$ cat src/sv/lat_pkg.sv
// Shared types, constants and tables for the LoRa airtime calculator.
package lat_pkg;

  localparam int unsigned CFG_ADDR_W = 3;
  localparam int unsigned CFG_DATA_W = 16;
  localparam int unsigned BITS_W     = 11;
  localparam int unsigned RECIP_W    = 14;
  localparam int unsigned RECIP_SH   = 16;
  localparam int unsigned X_W        = 10;
  localparam int unsigned BLK_W      = 7;

  // Register indexes on the configuration port
  localparam logic [CFG_ADDR_W-1:0] REG_SF  = 3'd0;
  localparam logic [CFG_ADDR_W-1:0] REG_BW  = 3'd1;
  localparam logic [CFG_ADDR_W-1:0] REG_CR  = 3'd2;
  localparam logic [CFG_ADDR_W-1:0] REG_IMP = 3'd3;
  localparam logic [CFG_ADDR_W-1:0] REG_PRE = 3'd4;

  localparam logic [1:0] BW_125 = 2'd0;
  localparam logic [1:0] BW_250 = 2'd1;
  localparam logic [1:0] BW_500 = 2'd2;

  localparam logic [3:0] SF_MIN = 4'd7;
  localparam logic [3:0] SF_MAX = 4'd12;
  localparam logic [2:0] CR_MIN = 3'd1;
  localparam logic [2:0] CR_MAX = 3'd4;

  // Normalised configuration as seen by the datapath
  typedef struct packed {
    logic [3:0]         sf;
    logic [3:0]         ts_exp;  // log2 of symbol time in us
    logic [3:0]         k;       // SF - 2, block divisor is 4k
    logic [RECIP_W-1:0] recip;   // ceil(2^16 / k)
    logic [3:0]         cr4;     // CR + 4
    logic               implicit_hdr;
    logic [31:0]        pre_us;
  } cfg_t;

  // Coded block counts with and without the header term
  typedef struct packed {
    logic [BLK_W-1:0] c_exp;
    logic [BLK_W-1:0] c_imp;
  } blk_t;

  function automatic logic [RECIP_W-1:0] recip_of(input logic [3:0] k);
    logic [RECIP_W-1:0] r;
    case (k)
      4'd5:    r = 14'd13108;
      4'd6:    r = 14'd10923;
      4'd7:    r = 14'd9363;
      4'd8:    r = 14'd8192;
      4'd9:    r = 14'd7282;
      4'd10:   r = 14'd6554;
      default: r = 14'd0;
    endcase
    return r;
  endfunction

endpackage

$ cat src/sv/lat_in_if.sv
// Input channel: payload length transactions.
interface lat_in_if;
  logic                            valid;
  logic                            ready;
  logic [lat_pkg::BITS_W-1:0]      payload_bits;

  modport source (output valid, output payload_bits, input ready);
  modport sink   (input valid, input payload_bits, output ready);
endinterface

$ cat src/sv/lat_out_if.sv
// Result channel: airtime transactions.
interface lat_out_if;
  logic        valid;
  logic        ready;
  logic [31:0] total_us;
  logic [31:0] preamble_us;
  logic [15:0] header_us;
  logic [22:0] payload_us;
  logic [9:0]  payload_symbol_count;

  modport source (output valid, output total_us, output preamble_us, output header_us,
                  output payload_us, output payload_symbol_count, input ready);
  modport sink   (input valid, input total_us, input preamble_us, input header_us,
                  input payload_us, input payload_symbol_count, output ready);
endinterface

$ cat src/sv/lat_cfg.sv
// Configuration registers and their normalisation into the datapath view.
module lat_cfg (
  input  logic                              clk,
  input  logic                              rst_n,
  input  logic                              cfg_we,
  input  logic [lat_pkg::CFG_ADDR_W-1:0]    cfg_addr,
  input  logic [lat_pkg::CFG_DATA_W-1:0]    cfg_wdata,
  output lat_pkg::cfg_t                     cfg
);

  logic [3:0]  sf_r;
  logic [1:0]  bw_r;
  logic [2:0]  cr_r;
  logic        imp_r;
  logic [15:0] pre_r;

  logic [3:0]  sf_n;
  logic [2:0]  cr_n;
  logic [3:0]  ts_exp;
  logic [18:0] pre_q;

  always_ff @(posedge clk) begin
    if (!rst_n) begin
      sf_r  <= 4'd7;
      bw_r  <= 2'd0;
      cr_r  <= 3'd1;
      imp_r <= 1'b0;
      pre_r <= 16'd8;
    end else if (cfg_we) begin
      case (cfg_addr)
        lat_pkg::REG_SF:  sf_r  <= cfg_wdata[3:0];
        lat_pkg::REG_BW:  bw_r  <= cfg_wdata[1:0];
        lat_pkg::REG_CR:  cr_r  <= cfg_wdata[2:0];
        lat_pkg::REG_IMP: imp_r <= cfg_wdata[0];
        lat_pkg::REG_PRE: pre_r <= cfg_wdata;
        default: ;
      endcase
    end
  end

  always_comb begin
    if (sf_r < lat_pkg::SF_MIN)      sf_n = lat_pkg::SF_MIN;
    else if (sf_r > lat_pkg::SF_MAX) sf_n = lat_pkg::SF_MAX;
    else                             sf_n = sf_r;

    if (cr_r < lat_pkg::CR_MIN)      cr_n = lat_pkg::CR_MIN;
    else if (cr_r > lat_pkg::CR_MAX) cr_n = lat_pkg::CR_MAX;
    else                             cr_n = cr_r;

    // Ts = 2^SF * {8,4,2}; code three behaves as 500 kHz
    if (bw_r == lat_pkg::BW_125)      ts_exp = sf_n + 4'd3;
    else if (bw_r == lat_pkg::BW_250) ts_exp = sf_n + 4'd2;
    else                              ts_exp = sf_n + 4'd1;

    // (P + 4.25) * Ts = (4P + 17) * Ts/4
    pre_q = {1'b0, pre_r, 2'b00} + 19'd17;

    cfg.sf           = sf_n;
    cfg.ts_exp       = ts_exp;
    cfg.k            = sf_n - 4'd2;
    cfg.recip        = lat_pkg::recip_of(sf_n - 4'd2);
    cfg.cr4          = {1'b0, cr_n} + 4'd4;
    cfg.implicit_hdr = imp_r;
    cfg.pre_us       = {13'd0, pre_q} << (ts_exp - 4'd2);
  end

endmodule

$ cat src/sv/lat_div.sv
// Two pipeline stages: block numerators, then reciprocal division into coded blocks.
module lat_div (
  input  logic           clk,
  input  logic           rst_n,
  input  lat_pkg::cfg_t  cfg,
  lat_in_if.sink         in_ch,
  output logic           blk_valid,
  input  logic           blk_ready,
  output lat_pkg::blk_t  blk
);

  logic                      v1_r, v1_nxt;
  logic                      v2_r, v2_nxt;
  logic                      en1, en2;
  logic [lat_pkg::X_W-1:0]   x_exp_r, x_exp_nxt;
  logic [lat_pkg::X_W-1:0]   x_imp_r, x_imp_nxt;
  lat_pkg::blk_t             blk_r, blk_nxt;
  logic [11:0]               t;
  logic [23:0]               prod_exp, prod_imp;

  // ceil(num / 4k) = floor((ceil(num/4) + k - 1) / k), zero when num <= 0
  function automatic logic [lat_pkg::X_W-1:0] blk_x(input logic [11:0] tv,
                                                    input logic [6:0]  sub,
                                                    input logic [3:0]  k);
    logic [11:0] d;
    logic [9:0]  m;
    d = tv - {5'd0, sub} + 12'd3;
    m = d[11:2];
    if (tv > {5'd0, sub}) return m + {6'd0, k} - 10'd1;
    else                  return '0;
  endfunction

  assign en2         = !v2_r || blk_ready;
  assign en1         = !v1_r || en2;
  assign in_ch.ready = en1;
  assign blk_valid   = v2_r;
  assign blk         = blk_r;

  always_comb begin
    t         = {1'b0, in_ch.payload_bits} + 12'd44;
    x_exp_nxt = blk_x(t, {1'b0, cfg.sf, 2'b00}, cfg.k);
    x_imp_nxt = blk_x(t, {1'b0, cfg.sf, 2'b00} + 7'd20, cfg.k);
    v1_nxt    = en1 ? in_ch.valid : v1_r;
    v2_nxt    = en2 ? v1_r : v2_r;
    prod_exp  = {14'd0, x_exp_r} * {10'd0, cfg.recip};
    prod_imp  = {14'd0, x_imp_r} * {10'd0, cfg.recip};
    blk_nxt.c_exp = prod_exp[lat_pkg::RECIP_SH +: lat_pkg::BLK_W];
    blk_nxt.c_imp = prod_imp[lat_pkg::RECIP_SH +: lat_pkg::BLK_W];
  end

  always_ff @(posedge clk) begin
    if (!rst_n) begin
      v1_r <= 1'b0;
      v2_r <= 1'b0;
    end else begin
      v1_r <= v1_nxt;
      v2_r <= v2_nxt;
    end
  end

  always_ff @(posedge clk) begin
    if (en1 && in_ch.valid) begin
      x_exp_r <= x_exp_nxt;
      x_imp_r <= x_imp_nxt;
    end
    if (en2 && v1_r) begin
      blk_r <= blk_nxt;
    end
  end

  a_exp_ge_imp: assert property (@(posedge clk) disable iff (!rst_n)
    v2_r |-> blk_r.c_exp >= blk_r.c_imp)
    else $error("header-free block count exceeds full count");

  a_hdr_one_blk: assert property (@(posedge clk) disable iff (!rst_n)
    v2_r |-> (blk_r.c_exp - blk_r.c_imp) <= 7'd1)
    else $error("header term spans more than one block");

  a_imp_zero: assert property (@(posedge clk) disable iff (!rst_n)
    (v1_r && x_exp_r == '0) |-> x_imp_r == '0)
    else $error("implicit numerator positive while explicit is not");

endmodule

$ cat src/sv/lat_sum.sv
// Two pipeline stages: symbol count and shares, then total and output register.
module lat_sum (
  input  logic           clk,
  input  logic           rst_n,
  input  lat_pkg::cfg_t  cfg,
  input  logic           blk_valid,
  output logic           blk_ready,
  input  lat_pkg::blk_t  blk,
  lat_out_if.source      out_ch
);

  logic        v3_r, v3_nxt;
  logic        v4_r, v4_nxt;
  logic        en3, en4;
  logic [9:0]  cnt_r, cnt_nxt;
  logic [15:0] hdr_r, hdr_nxt;
  logic [22:0] pay_r, pay_nxt;
  logic [31:0] total_r, total_nxt;
  logic [31:0] pre_r;
  logic [9:0]  cnt4_r;
  logic [15:0] hdr4_r;
  logic [22:0] pay4_r;
  logic [6:0]  c_sel;
  logic [10:0] coded;

  assign en4       = !v4_r || out_ch.ready;
  assign en3       = !v3_r || en4;
  assign blk_ready = en3;

  always_comb begin
    c_sel   = cfg.implicit_hdr ? blk.c_imp : blk.c_exp;
    coded   = {4'd0, c_sel} * {7'd0, cfg.cr4};
    cnt_nxt = coded[9:0] + 10'd8;
    // explicit header adds at most one symbol time
    hdr_nxt = (!cfg.implicit_hdr && (blk.c_exp != blk.c_imp)) ?
              (16'd1 << cfg.ts_exp) : 16'd0;
    pay_nxt   = {16'd0, blk.c_imp} << cfg.ts_exp;
    total_nxt = ({22'd0, cnt_r} << cfg.ts_exp) + cfg.pre_us;
    v3_nxt    = en3 ? blk_valid : v3_r;
    v4_nxt    = en4 ? v3_r : v4_r;
  end

  always_ff @(posedge clk) begin
    if (!rst_n) begin
      v3_r <= 1'b0;
      v4_r <= 1'b0;
    end else begin
      v3_r <= v3_nxt;
      v4_r <= v4_nxt;
    end
  end

  always_ff @(posedge clk) begin
    if (en3 && blk_valid) begin
      cnt_r <= cnt_nxt;
      hdr_r <= hdr_nxt;
      pay_r <= pay_nxt;
    end
    if (en4 && v3_r) begin
      total_r <= total_nxt;
      pre_r   <= cfg.pre_us;
      cnt4_r  <= cnt_r;
      hdr4_r  <= hdr_r;
      pay4_r  <= pay_r;
    end
  end

  assign out_ch.valid                = v4_r;
  assign out_ch.total_us             = total_r;
  assign out_ch.preamble_us          = pre_r;
  assign out_ch.header_us            = hdr4_r;
  assign out_ch.payload_us           = pay4_r;
  assign out_ch.payload_symbol_count = cnt4_r;

  a_cnt_min: assert property (@(posedge clk) disable iff (!rst_n)
    v4_r |-> cnt4_r >= 10'd8)
    else $error("symbol count below the fixed eight");

  a_hdr_pow2: assert property (@(posedge clk) disable iff (!rst_n)
    v4_r |-> $countones(hdr4_r) <= 1)
    else $error("header time is not zero or one symbol");

  a_total_ge_pre: assert property (@(posedge clk) disable iff (!rst_n)
    v4_r |-> total_r >= pre_r)
    else $error("total airtime below preamble time");

endmodule

$ cat src/sv/lora_airtime_calculator.sv
// LoRa time-on-air calculator, top level.
// Usage:
//   in_ch  : one transaction per frame, carrying payload_bits (length in bits).
//   out_ch : one transaction per input, carrying total_us, preamble_us,
//            header_us, payload_us and payload_symbol_count.
//   cfg_*  : write port; cfg_addr 0..4 selects spreading factor, bandwidth
//            code, code rate, implicit header and preamble length. Write only while no
//            transaction is in flight (not enforced). Other indexes are ignored.
//            Out-of-range settings are clamped to the nearest legal.
// Timing: four register stages (numerators, reciprocal divide, symbol count
//   and shares, total). One transaction per cycle is sustained while out_ch
//   takes results; a stage takes a new transaction each edge unless it holds
//   a result that cannot move on.
// Reset clears all stage valids and loads the default configuration
//   (SF7, 125 kHz, CR 4/5, explicit header, preamble of 8).
// When out_ch stalls, results hold in their stages and empty stages keep
//   filling; in_ch.ready drops only once every stage holds a result.
module lora_airtime_calculator (
  input  logic                              clk,
  input  logic                              rst_n,
  input  logic                              cfg_we,
  input  logic [lat_pkg::CFG_ADDR_W-1:0]    cfg_addr,
  input  logic [lat_pkg::CFG_DATA_W-1:0]    cfg_wdata,
  lat_in_if.sink                            in_ch,
  lat_out_if.source                         out_ch
);

  lat_pkg::cfg_t cfg;
  lat_pkg::blk_t blk;
  logic          blk_valid;
  logic          blk_ready;

  lat_cfg u_cfg (
    .clk       (clk),
    .rst_n     (rst_n),
    .cfg_we    (cfg_we),
    .cfg_addr  (cfg_addr),
    .cfg_wdata (cfg_wdata),
    .cfg       (cfg)
  );

  lat_div u_div (
    .clk       (clk),
    .rst_n     (rst_n),
    .cfg       (cfg),
    .in_ch     (in_ch),
    .blk_valid (blk_valid),
    .blk_ready (blk_ready),
    .blk       (blk)
  );

  lat_sum u_sum (
    .clk       (clk),
    .rst_n     (rst_n),
    .cfg       (cfg),
    .blk_valid (blk_valid),
    .blk_ready (blk_ready),
    .blk       (blk),
    .out_ch    (out_ch)
  );

endmodule

$ cat src/flat_wrapper.sv
// flat-port wrapper written by rule: the top's interface ports become plain ports
module lora_airtime_calculator_flat 
  (clk, rst_n, cfg_we, cfg_addr, cfg_wdata, in_ch_valid, in_ch_payload_bits, in_ch_ready, out_ch_valid, out_ch_total_us, out_ch_preamble_us, out_ch_header_us, out_ch_payload_us, out_ch_payload_symbol_count, out_ch_ready);
  lat_in_if in_ch_i ();
  lat_out_if out_ch_i ();
  input  logic clk;
  input  logic rst_n;
  input  logic cfg_we;
  input  logic [lat_pkg::CFG_ADDR_W-1:0] cfg_addr;
  input  logic [lat_pkg::CFG_DATA_W-1:0] cfg_wdata;
  input wire logic [$bits(in_ch_i.valid)-1:0] in_ch_valid;
  input wire logic [$bits(in_ch_i.payload_bits)-1:0] in_ch_payload_bits;
  output wire logic [$bits(in_ch_i.ready)-1:0] in_ch_ready;
  output wire logic [$bits(out_ch_i.valid)-1:0] out_ch_valid;
  output wire logic [$bits(out_ch_i.total_us)-1:0] out_ch_total_us;
  output wire logic [$bits(out_ch_i.preamble_us)-1:0] out_ch_preamble_us;
  output wire logic [$bits(out_ch_i.header_us)-1:0] out_ch_header_us;
  output wire logic [$bits(out_ch_i.payload_us)-1:0] out_ch_payload_us;
  output wire logic [$bits(out_ch_i.payload_symbol_count)-1:0] out_ch_payload_symbol_count;
  input wire logic [$bits(out_ch_i.ready)-1:0] out_ch_ready;
  assign in_ch_i.valid = in_ch_valid;
  assign in_ch_i.payload_bits = in_ch_payload_bits;
  assign in_ch_ready = in_ch_i.ready;
  assign out_ch_valid = out_ch_i.valid;
  assign out_ch_total_us = out_ch_i.total_us;
  assign out_ch_preamble_us = out_ch_i.preamble_us;
  assign out_ch_header_us = out_ch_i.header_us;
  assign out_ch_payload_us = out_ch_i.payload_us;
  assign out_ch_payload_symbol_count = out_ch_i.payload_symbol_count;
  assign out_ch_i.ready = out_ch_ready;
  lora_airtime_calculator u_core (.clk(clk), .rst_n(rst_n), .cfg_we(cfg_we), .cfg_addr(cfg_addr), .cfg_wdata(cfg_wdata), .in_ch(in_ch_i), .out_ch(out_ch_i));
endmodule
$ cat config.mk
export PLATFORM = sky130hd
export DESIGN_NAME = lora_airtime_calculator_flat
export DESIGN_NICKNAME = d
export VERILOG_FILES = /design/src/sv/lat_pkg.sv /design/src/sv/lat_in_if.sv /design/src/sv/lat_out_if.sv /design/src/sv/lat_cfg.sv /design/src/sv/lat_div.sv /design/src/sv/lat_sum.sv /design/src/sv/lora_airtime_calculator.sv /design/src/flat_wrapper.sv
export SDC_FILE = /design/constraint.sdc
export NUM_CORES = 1
export LEC_CHECK = 0
export BUFFER_PORTS_ARGS = -buffer_cell sky130_fd_sc_hd__clkbuf_2
export CELL_PAD_IN_SITES_DETAIL_PLACEMENT = 1
export CELL_PAD_IN_SITES_GLOBAL_PLACEMENT = 1
export CORE_ASPECT_RATIO = 0.9
export CORE_MARGIN = 8
export CORE_UTILIZATION = 53
export CTS_CLUSTER_DIAMETER = 30
export DETAILED_ROUTE_END_ITERATION = 8
export PLACE_DENSITY = 0.88
export SKIP_CTS_REPAIR_TIMING = 1
export SLEW_MARGIN = 20
export SYNTH_ARGS = -nofsm -noshare
export SYNTH_HDL_FRONTEND = slang
export SYNTH_SLANG_ARGS = --single-unit
$ cat constraint.sdc
create_clock -name clk -period 20.1 [get_ports clk]
set_clock_uncertainty 0.1 [all_clocks]
set_input_delay 4.02 -clock clk [delete_from_list [all_inputs] [get_ports clk]]
set_output_delay 4.02 -clock clk [all_outputs]
set_load 0.01 [all_outputs]
==> summary.txt, run 1 <==
Run status
  – Status: complete, no violations

Global route
  – First-pass GRT wire length: 122000 µm
  – GRT Total Usage: 31.6%
  – Antenna violations before repair: 1
  – Met1 GRT Util: 36.8%
  – Met3 Use GR: 5.99%
  – GRT overflow: 0
  – Number of global-route vias before repair: 21.3k
  – Met2 Resource Use GR: 54.6%
  – Gr busiest metal: met2
  – Largest net degree at the start of global routing: 67

Layout
  – Commonest non-fill, non-tap cell in the layout: inv_1
  – Layout Nets: 2902
  – Diodes inserted: 0
  – Share of cells above drive strength 1: 13.1%
  – # fillers: 4631
  – Most frequent cells in the layout: inv_1 (295), nand2_1 (259), ha_1 (213)
  – Synth-to-layout area growth: 13.0%

Timing
  – Final slew viol count: 0
  – Slew headroom: 32.0%
  – Setup TNS: 0 ns
  – RSZ-0062 raised after global routing: no
  – Measured slew at the worst slew-check pin: 1.02 ns
  – Fmax: just over 0.1 GHz
  – Finish-stage setup viols: 0
  – Min Tclk post-route: 9.84 ns
  – Final WS setup: 10.26 ns
  – Final period util: between 40% and 50%
  – Fin. Hold Viols: 0

Setup path
  – FF-to-FF End: u_core.u_div.blk[13]
  – Required time of the critical path: 20.31 ns
  – Reg2reg path depth: 28
  – Flop-to-flop setup slack: 10.26 ns
  – Slowest-stage cell, CP: dfxtp_1
  – Crit Path Category: register to register
  – Setup crit end kind: register
  – Worst flop-to-flop path startpoint: u_core.u_cfg.sf_r[3]
  – CP Capture Point: u_core.u_div.blk[13]
  – Max FO, Critical Path: 27
  – Nature of the critical path startpoint: register
  – Top cell by count, worst path: fa_1
  – CP arrival: ~10 ns
  – Worst Setup SP: u_core.u_cfg.sf_r[3]
  – Critical path's largest stage delay: 0.97 ns

Yosys
  – Ys flop type: edfxtp_1
  – Mapped Nets: roughly 2.8k
  – Yosys warns: 0
  – Post-synthesis register bit count: 224
  – Gate count of the mapped netlist: 2343
  – Mapped Area: 22400 µm²
  – EDFF count, synth: 194
  – Seq/Total Area, Yosys: 28.6%
  – Yosys cell types: 95
  – Mean post-synth cell area: 9.58 µm²
  – FFs w/ async S/R, synth: 0%

Clocking
  – CTS root buf: clkbuf_16
  – Worst-path clk slew: 0.06 ns
  – H-tree Lvls: 2
  – Maximum buffer depth of the clock tree: 3
  – Cts bufs inserted: 50
  – CTS sink count: around 220
  – CTS tree: yes
  – Clk_lat worst skew: 0.58 ns

Placement
  – Number of port buffers: ~150
  – DPL Wire Length: 54100 µm
  – Setup WS pre-CTS: 10.61 ns
  – RePlAce Congestion: 0.951

Die
  – Top Ports: 150
  – Die Footprint: just under 50000 µm²
  – Row Count: 71
  – Core Region: 41800 µm²
  – Die H: 211 µm
  – Die Width: ~230 µm
  – Starting Density: 53.8%

Route
  – Per-cell routed wire length: 25.7 µm
  – Vias per inst: between 6 and 7
  – First DRT Iteration DRCs: about 1.8k
  – Routed vias: around 19k
  – 1st-pass router iterations: 6
  – Antenna Nets Post-Route: 0
  – DRC errors left: 0
  – Drt total wl: 78200 µm

Worst hold path
  – Hold Crit Class: register to register

Run
  – Max-Cap Viols: 0
==> flip-flops by register name (all words and copies together) (netlist names) <==
register / cells
u_core.u_div.v1_r: 1
u_core.u_sum.out_ch.valid: 1
u_core.u_div.blk_valid: 1
u_core.u_cfg.pre_r: 16
u_core.u_sum.out_ch.header_us: 16
u_core.u_cfg.imp_r: 1
u_core.u_div.x_exp_r: 10
u_core.u_div.blk: 14
u_core.u_sum.out_ch.payload_symbol_count: 10
u_core.u_sum.out_ch.payload_us: 22
u_core.u_cfg.cr_r: 3
u_core.u_sum.hdr_r: 16
u_core.u_sum.pay_r: 22
u_core.u_sum.cnt_r: 10
u_core.u_div.x_imp_r: 10
u_core.u_sum.v3_r: 1
u_core.u_cfg.bw_r: 2
u_core.u_sum.out_ch.total_us: 32
u_core.u_cfg.sf_r: 4
u_core.u_sum.out_ch.preamble_us: 32
==> layer usage <==
metal,vias to the layer above,part of all wire (%),wire [µm]
met3,372,8.2,6420
met5,-,0,0
li1,8105,-,-
met4,0,6.0,4710
met1,9553,36,28500
met2,1151,49,38600
==> worst max-delay path: cells and delay by family (launching register included) <==
family | cells | cell delay [ns]
xor+xnor | 1 | 0.12
fa+ha+maj | 7 | 3.51
flops | 1 | 0.97
compound gates | 6 | 1.94
simple gates | 8 | 2.02
buf+inv | 6 | 0.88
==> cell usage after synthesis, types with 7 or more instances <==
cell | number | area (µm²)
o21ai_0 | 85 | 425
a21o_1 | 21 | 158
dfxtp_1 | 30 | 601
and3_1 | 34 | 213
nor2b_1 | 29 | 181
nand3_1 | 42 | 210
mux2i_1 | 50 | 500
fa_1 | 199 | 3980
a211oi_1 | 7 | 52.6
o22ai_1 | 8 | 50.1
a31oi_1 | 8 | 50.1
nand2_1 | 259 | 972
xor2_1 | 38 | 333
edfxtp_1 | 194 | 5830
and2_1 | 100 | 626
inv_1 | 295 | 1110
ha_1 | 213 | 2670
xnor2_1 | 69 | 604
nor2_1 | 171 | 642
a21boi_0 | 25 | 188
or2_2 | 16 | 100
o21a_1 | 17 | 128
o211ai_1 | 12 | 90.1
mux2_2 | 7 | 78.8
nand4_1 | 19 | 119
buf_1 | 8 | 30.0
nor3_1 | 39 | 195
mux4_2 | 7 | 158
a21oi_1 | 91 | 455
or3_1 | 7 | 43.8
nand2b_1 | 24 | 150
clkbuf_1 | 87 | 327
==> area by class of cell <==
class                           instances  area [µm²]  area share, %
Multi-Input combinational cell       1711       14500           57.0
Sequential cell                       224        6430           25.3
Clock buffer                           57        1340           5.28
Inverter                              298        1120           4.41
Timing Repair Buffer                  170         906           3.57
Tap cell                              547         684           2.70
Clock inverter                         36         422           1.66
==> cell families after synthesis <==
group / after synthesis / synth area share, %
buf+inv: 408 / 7.09
other cells: 1 / 0.0167
compound gates: 346 / 10.1
simple gates: 780 / 17.0
mux: 64 / 3.28
xor+xnor: 108 / 4.25
fa+ha+maj: 412 / 29.6
flops: 224 / 28.6
==> worst min-delay path by stage <==
stage | startpoint | end | slack [ns] | cells after the start
after floorplan | u_core.u_sum.hdr_r[0] | u_core.u_sum.out_ch.header_us[0] | 0.30 | 0
after global placement | u_core.u_sum.hdr_r[3] | u_core.u_sum.out_ch.header_us[3] | 0.30 | 0
after detailed placement | u_core.u_sum.hdr_r[0] | u_core.u_sum.out_ch.header_us[0] | 0.31 | 0
after CTS | u_core.u_sum.pay_r[8] | u_core.u_sum.out_ch.payload_us[8] | 0.32 | 0
after global routing | u_core.u_sum.hdr_r[14] | u_core.u_sum.out_ch.header_us[14] | 0.33 | 0
final | u_core.u_sum.pay_r[8] | u_core.u_sum.out_ch.payload_us[8] | 0.32 | 0
==> metrics by stage <==
stage / util [%] / cell area [µm²] / hold WS [ns] / std cells
after floorplan: - / 22400 / 0.300 / 2343
after global placement: 56.5 / 23600 / 0.302 / 2950
after detailed placement: 56.5 / 23600 / 0.311 / 2950
after CTS: 60.7 / 25400 / 0.322 / 3043
after global routing: 60.7 / 25400 / 0.328 / 3043
final: 60.7 / 25400 / 0.320 / 3043
Power of run 1 is left out: the tool's default activity adds up to more than one toggle a clock period on the data nets, which glitch-free logic cannot reach.
==> run 2: changes to the inputs <==
--- a/config.mk
+++ b/config.mk
@@ -5,15 +5,16 @@
 export SDC_FILE = /design/constraint.sdc
 export NUM_CORES = 1
 export LEC_CHECK = 0
+export ABC_AREA = 1
 export BUFFER_PORTS_ARGS = -buffer_cell sky130_fd_sc_hd__clkbuf_2
 export CELL_PAD_IN_SITES_DETAIL_PLACEMENT = 1
 export CELL_PAD_IN_SITES_GLOBAL_PLACEMENT = 1
 export CORE_ASPECT_RATIO = 0.9
 export CORE_MARGIN = 8
-export CORE_UTILIZATION = 53
+export CORE_UTILIZATION = 43
 export CTS_CLUSTER_DIAMETER = 30
 export DETAILED_ROUTE_END_ITERATION = 8
-export PLACE_DENSITY = 0.88
+export PLACE_DENSITY = 0.79
 export SKIP_CTS_REPAIR_TIMING = 1
 export SLEW_MARGIN = 20
 export SYNTH_ARGS = -nofsm -noshare
==> constraint.sdc (replaced) <==
create_clock -name clk -period 8 [get_ports clk]
set_clock_uncertainty 0.1 [all_clocks]
set_input_delay 1.6 -clock clk [delete_from_list [all_inputs] [get_ports clk]]
set_output_delay 1.6 -clock clk [all_outputs]
set_load 0.01 [all_outputs]
==> summary.txt, run 2 <==
Die
  – Starting Density: 43.2% (was 53.8%)
  – Die Width: 258 µm (was 233 µm)
  – Die Footprint: 60400 µm² (was 49200 µm²)
  – Row Count: 80 (was 71)
  – Core Region: 52600 µm² (was 41800 µm²)
  – Die H: 234 µm (was 211 µm)
  – Top Ports: 150 (unchanged)

Run status
  – Status: complete, no violations (unchanged)

Timing
  – RSZ-0062 raised after global routing: no (unchanged)
  – Setup TNS: 0 ns (unchanged)
  – Slew headroom: 31.4% (was 32.0%)
  – Final period util: 92.8% (was 49.0%)
  – Finish-stage setup viols: 0 (unchanged)
  – Measured slew at the worst slew-check pin: 1.03 ns (was 1.02 ns)
  – Fmax: 0.135 GHz (was 0.102 GHz)
  – Min Tclk post-route: 7.43 ns (was 9.84 ns)
  – Final slew viol count: 0 (unchanged)
  – Fin. Hold Viols: 0 (unchanged)

Setup path
  – Critical path's largest stage delay: 0.59 ns (was 0.97 ns)
  – Required time of the critical path: 8.19 ns (was 20.31 ns)
  – Slowest-stage cell, CP: dfxtp_1 (unchanged)
  – Nature of the critical path startpoint: register (unchanged)
  – Crit Path Category: register to register (unchanged)
  – Max FO, Critical Path: 9 (was 27)
  – CP Capture Point: u_core.u_div.blk[12] (was u_core.u_div.blk[13])
  – Setup crit end kind: register (unchanged)
  – CP arrival: 7.62 ns (was 10.05 ns)
  – Worst Setup SP: u_core.u_cfg.sf_r[3] (unchanged)
  – Worst flop-to-flop path startpoint: u_core.u_cfg.sf_r[3] (unchanged)
  – FF-to-FF End: u_core.u_div.blk[12] (was u_core.u_div.blk[13])
  – Reg2reg path depth: 30 (was 28)
  – Flop-to-flop setup slack: 0.57 ns (was 10.26 ns)

Clocking
  – CTS sink count: 224 (unchanged)
  – H-tree Lvls: 2 (unchanged)
  – Clk_lat worst skew: 0.58 ns (about the same)
  – CTS root buf: clkbuf_16 (unchanged)
  – Worst-path clk slew: 0.05 ns (was 0.06 ns)
  – Cts bufs inserted: 52 (was 50)
  – Maximum buffer depth of the clock tree: 3 (unchanged)
  – CTS tree: yes (unchanged)

Route
  – Drt total wl: 72200 µm (was 78200 µm)
  – DRC errors left: 0 (unchanged)
  – Per-cell routed wire length: 19.7 µm (was 25.7 µm)
  – 1st-pass router iterations: 5 (was 6)
  – First DRT Iteration DRCs: 1214 (was 1836)
  – Vias per inst: 5.34 (was 6.30)
  – Antenna Nets Post-Route: 0 (unchanged)
  – Routed vias: 19.5k (was 19.2k)

Placement
  – Post-placement cell count: 3563 (was 2950)
  – RePlAce Congestion: 0.926 (was 0.951)
  – DPL Wire Length: 59100 µm (was 54100 µm)
  – Number of port buffers: 148 (unchanged)

Yosys
  – Most frequent cell after synthesis: nand2_1 (was inv_1)
  – FFs w/ async S/R, synth: 0% (unchanged)
  – Synth area leaders: edfxtp_1 (26%), fa_1 (18%), ha_1 (12%) (unchanged)
  – Top-area cell type share of the netlist area: 25.7% (was 26.0%)
  – Ys flop type: edfxtp_1 (unchanged)
  – Seq/Total Area, Yosys: 28.3% (was 28.6%)
  – Mapped Area: 22700 µm² (was 22400 µm²)
  – Yosys warns: 0 (unchanged)
  – Mean post-synth cell area: 8.19 µm² (was 9.58 µm²)
  – Post-synthesis register bit count: 224 (unchanged)
  – Yosys cell types: 51 (was 95)
  – Leading area contributor after synthesis: edfxtp_1 (unchanged)
  – Mapped Nets: 3215 (was 2790)
  – EDFF count, synth: 194 (unchanged)
  – Gate count of the mapped netlist: 2768 (was 2343)
  – Top post-synthesis cells by count: nand2_1 (533), inv_1 (473), nor2_1 (339), ha_1 (213), fa_1 (199) (was inv_1 (295), nand2_1 (259), ha_1 (213), fa_1 (199), edfxtp_1 (194))

Worst hold path
  – Hold Crit Class: register to register (unchanged)

Layout
  – Commonest non-fill, non-tap cell in the layout: nand2_1 (was inv_1)
  – Layout Nets: 3367 (was 2902)
  – Most frequent cells in the layout: nand2_1 (533), inv_1 (472), nor2_1 (338) (was inv_1 (295), nand2_1 (259), ha_1 (213))
  – Post-layout utilization of the core: 49.5% (was 60.7%)
  – Non-filler instance count after layout: 3662 (was 3043)
  – Synth-to-layout area growth: 14.6% (was 13.0%)
  – Share of cells above drive strength 1: 10.3% (was 13.1%)

Global route
  – Largest net degree at the start of global routing: 71 (was 67)
  – GRT Total Usage: 23.7% (was 31.6%)
  – First-pass GRT wire length: 114000 µm (was 122000 µm)
  – Antenna violations before repair: 1 (unchanged)
  – Number of global-route vias before repair: 21.1k (was 21.3k)
  – GRT overflow: 0 (unchanged)

Run
  – Max-Cap Viols: 0 (unchanged)
## run 2: changes by cell type in the layout (fill, tap and decap cells not counted), sizes merged, moves of 31 or more
cell / before / now
nand2: 259 / 538
a21oi: 93 / 134
o21ai: 92 / 183
and3: 34 / 0
nand3: 43 / 111
xnor2: 69 / 28
mux2i: 50 / 10
and2: 100 / 0
nor2b: 31 / 0
inv: 305 / 491
nor2: 173 / 345
## run 2: worst min path at each step
stage / startpoint / endpoint / slack (ns) / cells after the start
final: u_core.u_sum.pay_r[9] / u_core.u_sum.out_ch.payload_us[9] / 0.31 / 0
after floorplan: u_core.u_sum.hdr_r[0] / u_core.u_sum.out_ch.header_us[0] / 0.30 / 0
after global routing: u_core.u_sum.pay_r[9] / u_core.u_sum.out_ch.payload_us[9] / 0.32 / 0
after detailed placement: u_core.u_sum.pay_r[17] / u_core.u_sum.out_ch.payload_us[17] / 0.31 / 0
after CTS: u_core.u_sum.pay_r[9] / u_core.u_sum.out_ch.payload_us[9] / 0.32 / 0
after global placement: u_core.u_sum.hdr_r[2] / u_core.u_sum.out_ch.header_us[2] / 0.31 / 0
## run 2: cell families (layout without fill, tap and decap cells)
family	count (synthesis)	after routing	share of synthesized area, %
simple gates	1081	1081	19.5
buf+inv	568	764	9.61
fa+ha+maj	412	412	29.3
compound gates	382	382	9.25
flops	224	224	28.3
xor+xnor	90	90	3.56
mux	10	10	0.441
other cells	1	2	0.0165
## run 2: per-stage QoR
step	setup WS, ns	hold slack (ns)	area, µm²
3_5_place_dp	0.613	0.306	24200
2_1_floorplan	0.964	0.300	22700
3_3_place_gp	0.824	0.305	24200
5_1_grt	0.0828	0.321	26000
4_1_cts	0.625	0.317	26000
6_report	0.573	0.312	26000
## run 2: final cells by class
class                           count  area, µm²
Clock buffer                       56       1340
Multi-Input combinational cell   1976      14100
Timing Repair Buffer              177        958
Clock inverter                     42        474
Fill cell                        6393      26600
Inverter                          489       1840
Tap cell                          697        872
Antenna cell                        1       2.50
Sequential cell                   224       6430
## run 2: critical path, delay by kind of cell, from the launching register on
kind | cells | cell delay, ns
AOI/OAI and AO/OA | 3 | 0.37
xor gates and xnor gates | 1 | 0.08
adders and majority gates | 7 | 3.16
buffers and inverters | 7 | 0.78
DFF | 1 | 0.59
and+or+nand+nor | 12 | 2.03
## run 2: layer usage
layer | wire, µm | global-route usage, % | up-vias
li1 | - | - | 9195
met1 | 31700 | 31.1 | 9664
met2 | 34000 | 39.7 | 575
met3 | 4460 | 4.16 | 114
met4 | 2050 | 7.25 | 0
met5 | 0 | 0 | -
Power of run 2 is left out for the same reason.
==> run 3: changes to the inputs <==
--- a/config.mk
+++ b/config.mk
@@ -11,12 +11,13 @@
 export CELL_PAD_IN_SITES_GLOBAL_PLACEMENT = 1
 export CORE_ASPECT_RATIO = 0.9
 export CORE_MARGIN = 8
-export CORE_UTILIZATION = 43
+export CORE_UTILIZATION = 48
 export CTS_CLUSTER_DIAMETER = 30
 export DETAILED_ROUTE_END_ITERATION = 8
-export PLACE_DENSITY = 0.79
+export PLACE_DENSITY = 0.83
 export SKIP_CTS_REPAIR_TIMING = 1
 export SLEW_MARGIN = 20
 export SYNTH_ARGS = -nofsm -noshare
 export SYNTH_HDL_FRONTEND = slang
 export SYNTH_SLANG_ARGS = --single-unit
+export TNS_END_PERCENT = 50
==> constraint.sdc (replaced) <==
create_clock -name clk -period 7.94 [get_ports clk]
set_clock_uncertainty 0.1 [all_clocks]
set_input_delay 1.588 -clock clk [delete_from_list [all_inputs] [get_ports clk]]
set_output_delay 1.588 -clock clk [all_outputs]
set_load 0.01 [all_outputs]
==> summary.txt, run 3 (same netlist as run 2, synthesis figures left out) <==
Timing
  – Final slew viol count: 0 (unchanged)
  – Measured slew at the worst slew-check pin: 1.02 ns (was 1.03 ns)
  – Hold WS: 0.316 ns (was 0.312 ns)
  – RSZ-0062 raised after global routing: no (unchanged)
  – Fmax: 0.136 GHz (was 0.135 GHz)
  – Finish-stage setup viols: 0 (unchanged)
  – Slew headroom: 32.0% (was 31.4%)
  – Setup TNS: 0 ns (unchanged)
  – Min Tclk post-route: 7.34 ns (was 7.43 ns)
  – Fin. Hold Viols: 0 (unchanged)
  – Final period util: 92.4% (was 92.8%)

Clocking
  – Cts bufs inserted: 55 (was 52)
  – CTS sink count: 224 (unchanged)
  – Worst-path clk slew: 0.06 ns (was 0.05 ns)
  – H-tree Lvls: 2 (unchanged)
  – Clk_lat worst skew: 0.60 ns (was 0.58 ns)
  – CTS root buf: clkbuf_16 (unchanged)
  – CTS tree: yes (unchanged)
  – Maximum buffer depth of the clock tree: 3 (unchanged)

Layout
  – FF/Latch Area: 6430 µm² (about the same)
  – Final Instance Area: 26000 µm² (about the same)
  – Area occupied by multi-input gates: 14100 µm² (about the same)
  – Synth-to-layout area growth: 14.8% (was 14.6%)
  – # fillers: 5663 (was 6393)
  – Non-filler instance count after layout: 3583 (was 3662)
  – Share of cells above drive strength 1: 10.4% (was 10.3%)
  – Diodes inserted: 0 (was 1)
  – Layout Nets: 3371 (was 3367)
  – Commonest non-fill, non-tap cell in the layout: nand2_1 (unchanged)
  – Most frequent cells in the layout: nand2_1 (533), inv_1 (472), nor2_1 (336) (was nand2_1 (533), inv_1 (472), nor2_1 (338))

Global route
  – GRT Total Usage: 27.1% (was 23.7%)
  – Largest net degree at the start of global routing: 58 (was 71)
  – Antenna violations before repair: 0 (was 1)
  – First-pass GRT wire length: 118000 µm (was 114000 µm)
  – GRT overflow: 0 (unchanged)
  – Number of global-route vias before repair: 21.5k (was 21.1k)

Route
  – Routed vias: 19.8k (was 19.5k)
  – 1st-pass router iterations: 5 (unchanged)
  – DRC errors left: 0 (unchanged)
  – First DRT Iteration DRCs: 1166 (was 1214)
  – Per-cell routed wire length: 20.7 µm (was 19.7 µm)
  – Vias per inst: 5.53 (was 5.34)
  – Antenna Nets Post-Route: 0 (unchanged)
  – Drt total wl: 74300 µm (was 72200 µm)

Die
  – Starting Density: 48.6% (was 43.2%)
  – Die Width: 245 µm (was 258 µm)
  – Row Count: 75 (was 80)
  – Die H: 222 µm (was 234 µm)
  – Core Region: 46600 µm² (was 52600 µm²)
  – Die Footprint: 54500 µm² (was 60400 µm²)
  – Top Ports: 150 (unchanged)

Setup path
  – Top cell by count, worst path: inv_1
  – Worst Path Buf+Inv: 12 (was 7)
  – CP arrival: 7.55 ns (was 7.62 ns)
  – Required time of the critical path: 8.15 ns (was 8.19 ns)
  – Flop-to-flop setup slack: 0.60 ns (was 0.57 ns)
  – Crit-path leading delay family: adder cells (unchanged)
  – Slowest-stage cell, CP: fa_1 (was dfxtp_1)
  – Critical path's largest stage delay: 0.56 ns (was 0.59 ns)
  – Setup crit end kind: register (unchanged)
  – Max FO, Critical Path: 8 (was 9)
  – Crit Path Category: register to register (unchanged)
  – Nature of the critical path startpoint: register (unchanged)

Placement
  – Post-placement cell count: 3483 (was 3563)
  – DPL Wire Length: 59400 µm (was 59100 µm)
  – Number of port buffers: 148 (unchanged)
  – Post-DP Area: 24100 µm² (was 24200 µm²)
  – RePlAce Congestion: 0.911 (was 0.926)

Worst hold path
  – Hold Crit Class: register to register (unchanged)

Run
  – Max-Cap Viols: 0 (unchanged)

Run status
  – Status: complete, no violations (unchanged)
run 3: per-stage QoR:
step,setup WS (ns),utilization (%)
floorplan,0.916,-
global placement,0.693,51.6
detailed placement,0.425,51.6
CTS,0.397,55.8
global route,0.0703,55.8
finish,0.601,55.8
run 3: worst paths after layout:
check / from / end / cells past startpoint
worst min-delay path: u_core.u_sum.pay_r[1] / u_core.u_sum.out_ch.payload_us[1] / 0
worst min register to register: u_core.u_sum.pay_r[1] / u_core.u_sum.out_ch.payload_us[1] / 0
worst max register to register: u_core.u_cfg.sf_r[3] / u_core.u_div.blk[13] / 32
worst max-delay path: u_core.u_cfg.sf_r[3] / u_core.u_div.blk[13] / 32
run 3: metal layers:
| layer | vias up | GRT usage, % | wire length (µm) |
|---|---|---|---|
| li1 | 9197 | - | - |
| met1 | 9858 | 35.2 | 31900 |
| met2 | 627 | 44.1 | 34500 |
| met3 | 140 | 6.40 | 5620 |
| met4 | 0 | 8.74 | 2230 |
| met5 | - | 0 | 0 |
run 3: area by class of cell:
cell class | count | share of cell area [%]
multi-input combinational | 1976 | 54.1
inverter | 489 | 7.06
clock inverter | 41 | 2.11
clock buffer | 59 | 5.34
timing repair buffer | 178 | 3.71
tap | 616 | 2.96
sequential | 224 | 24.7
Power of run 3 is left out for the same reason.
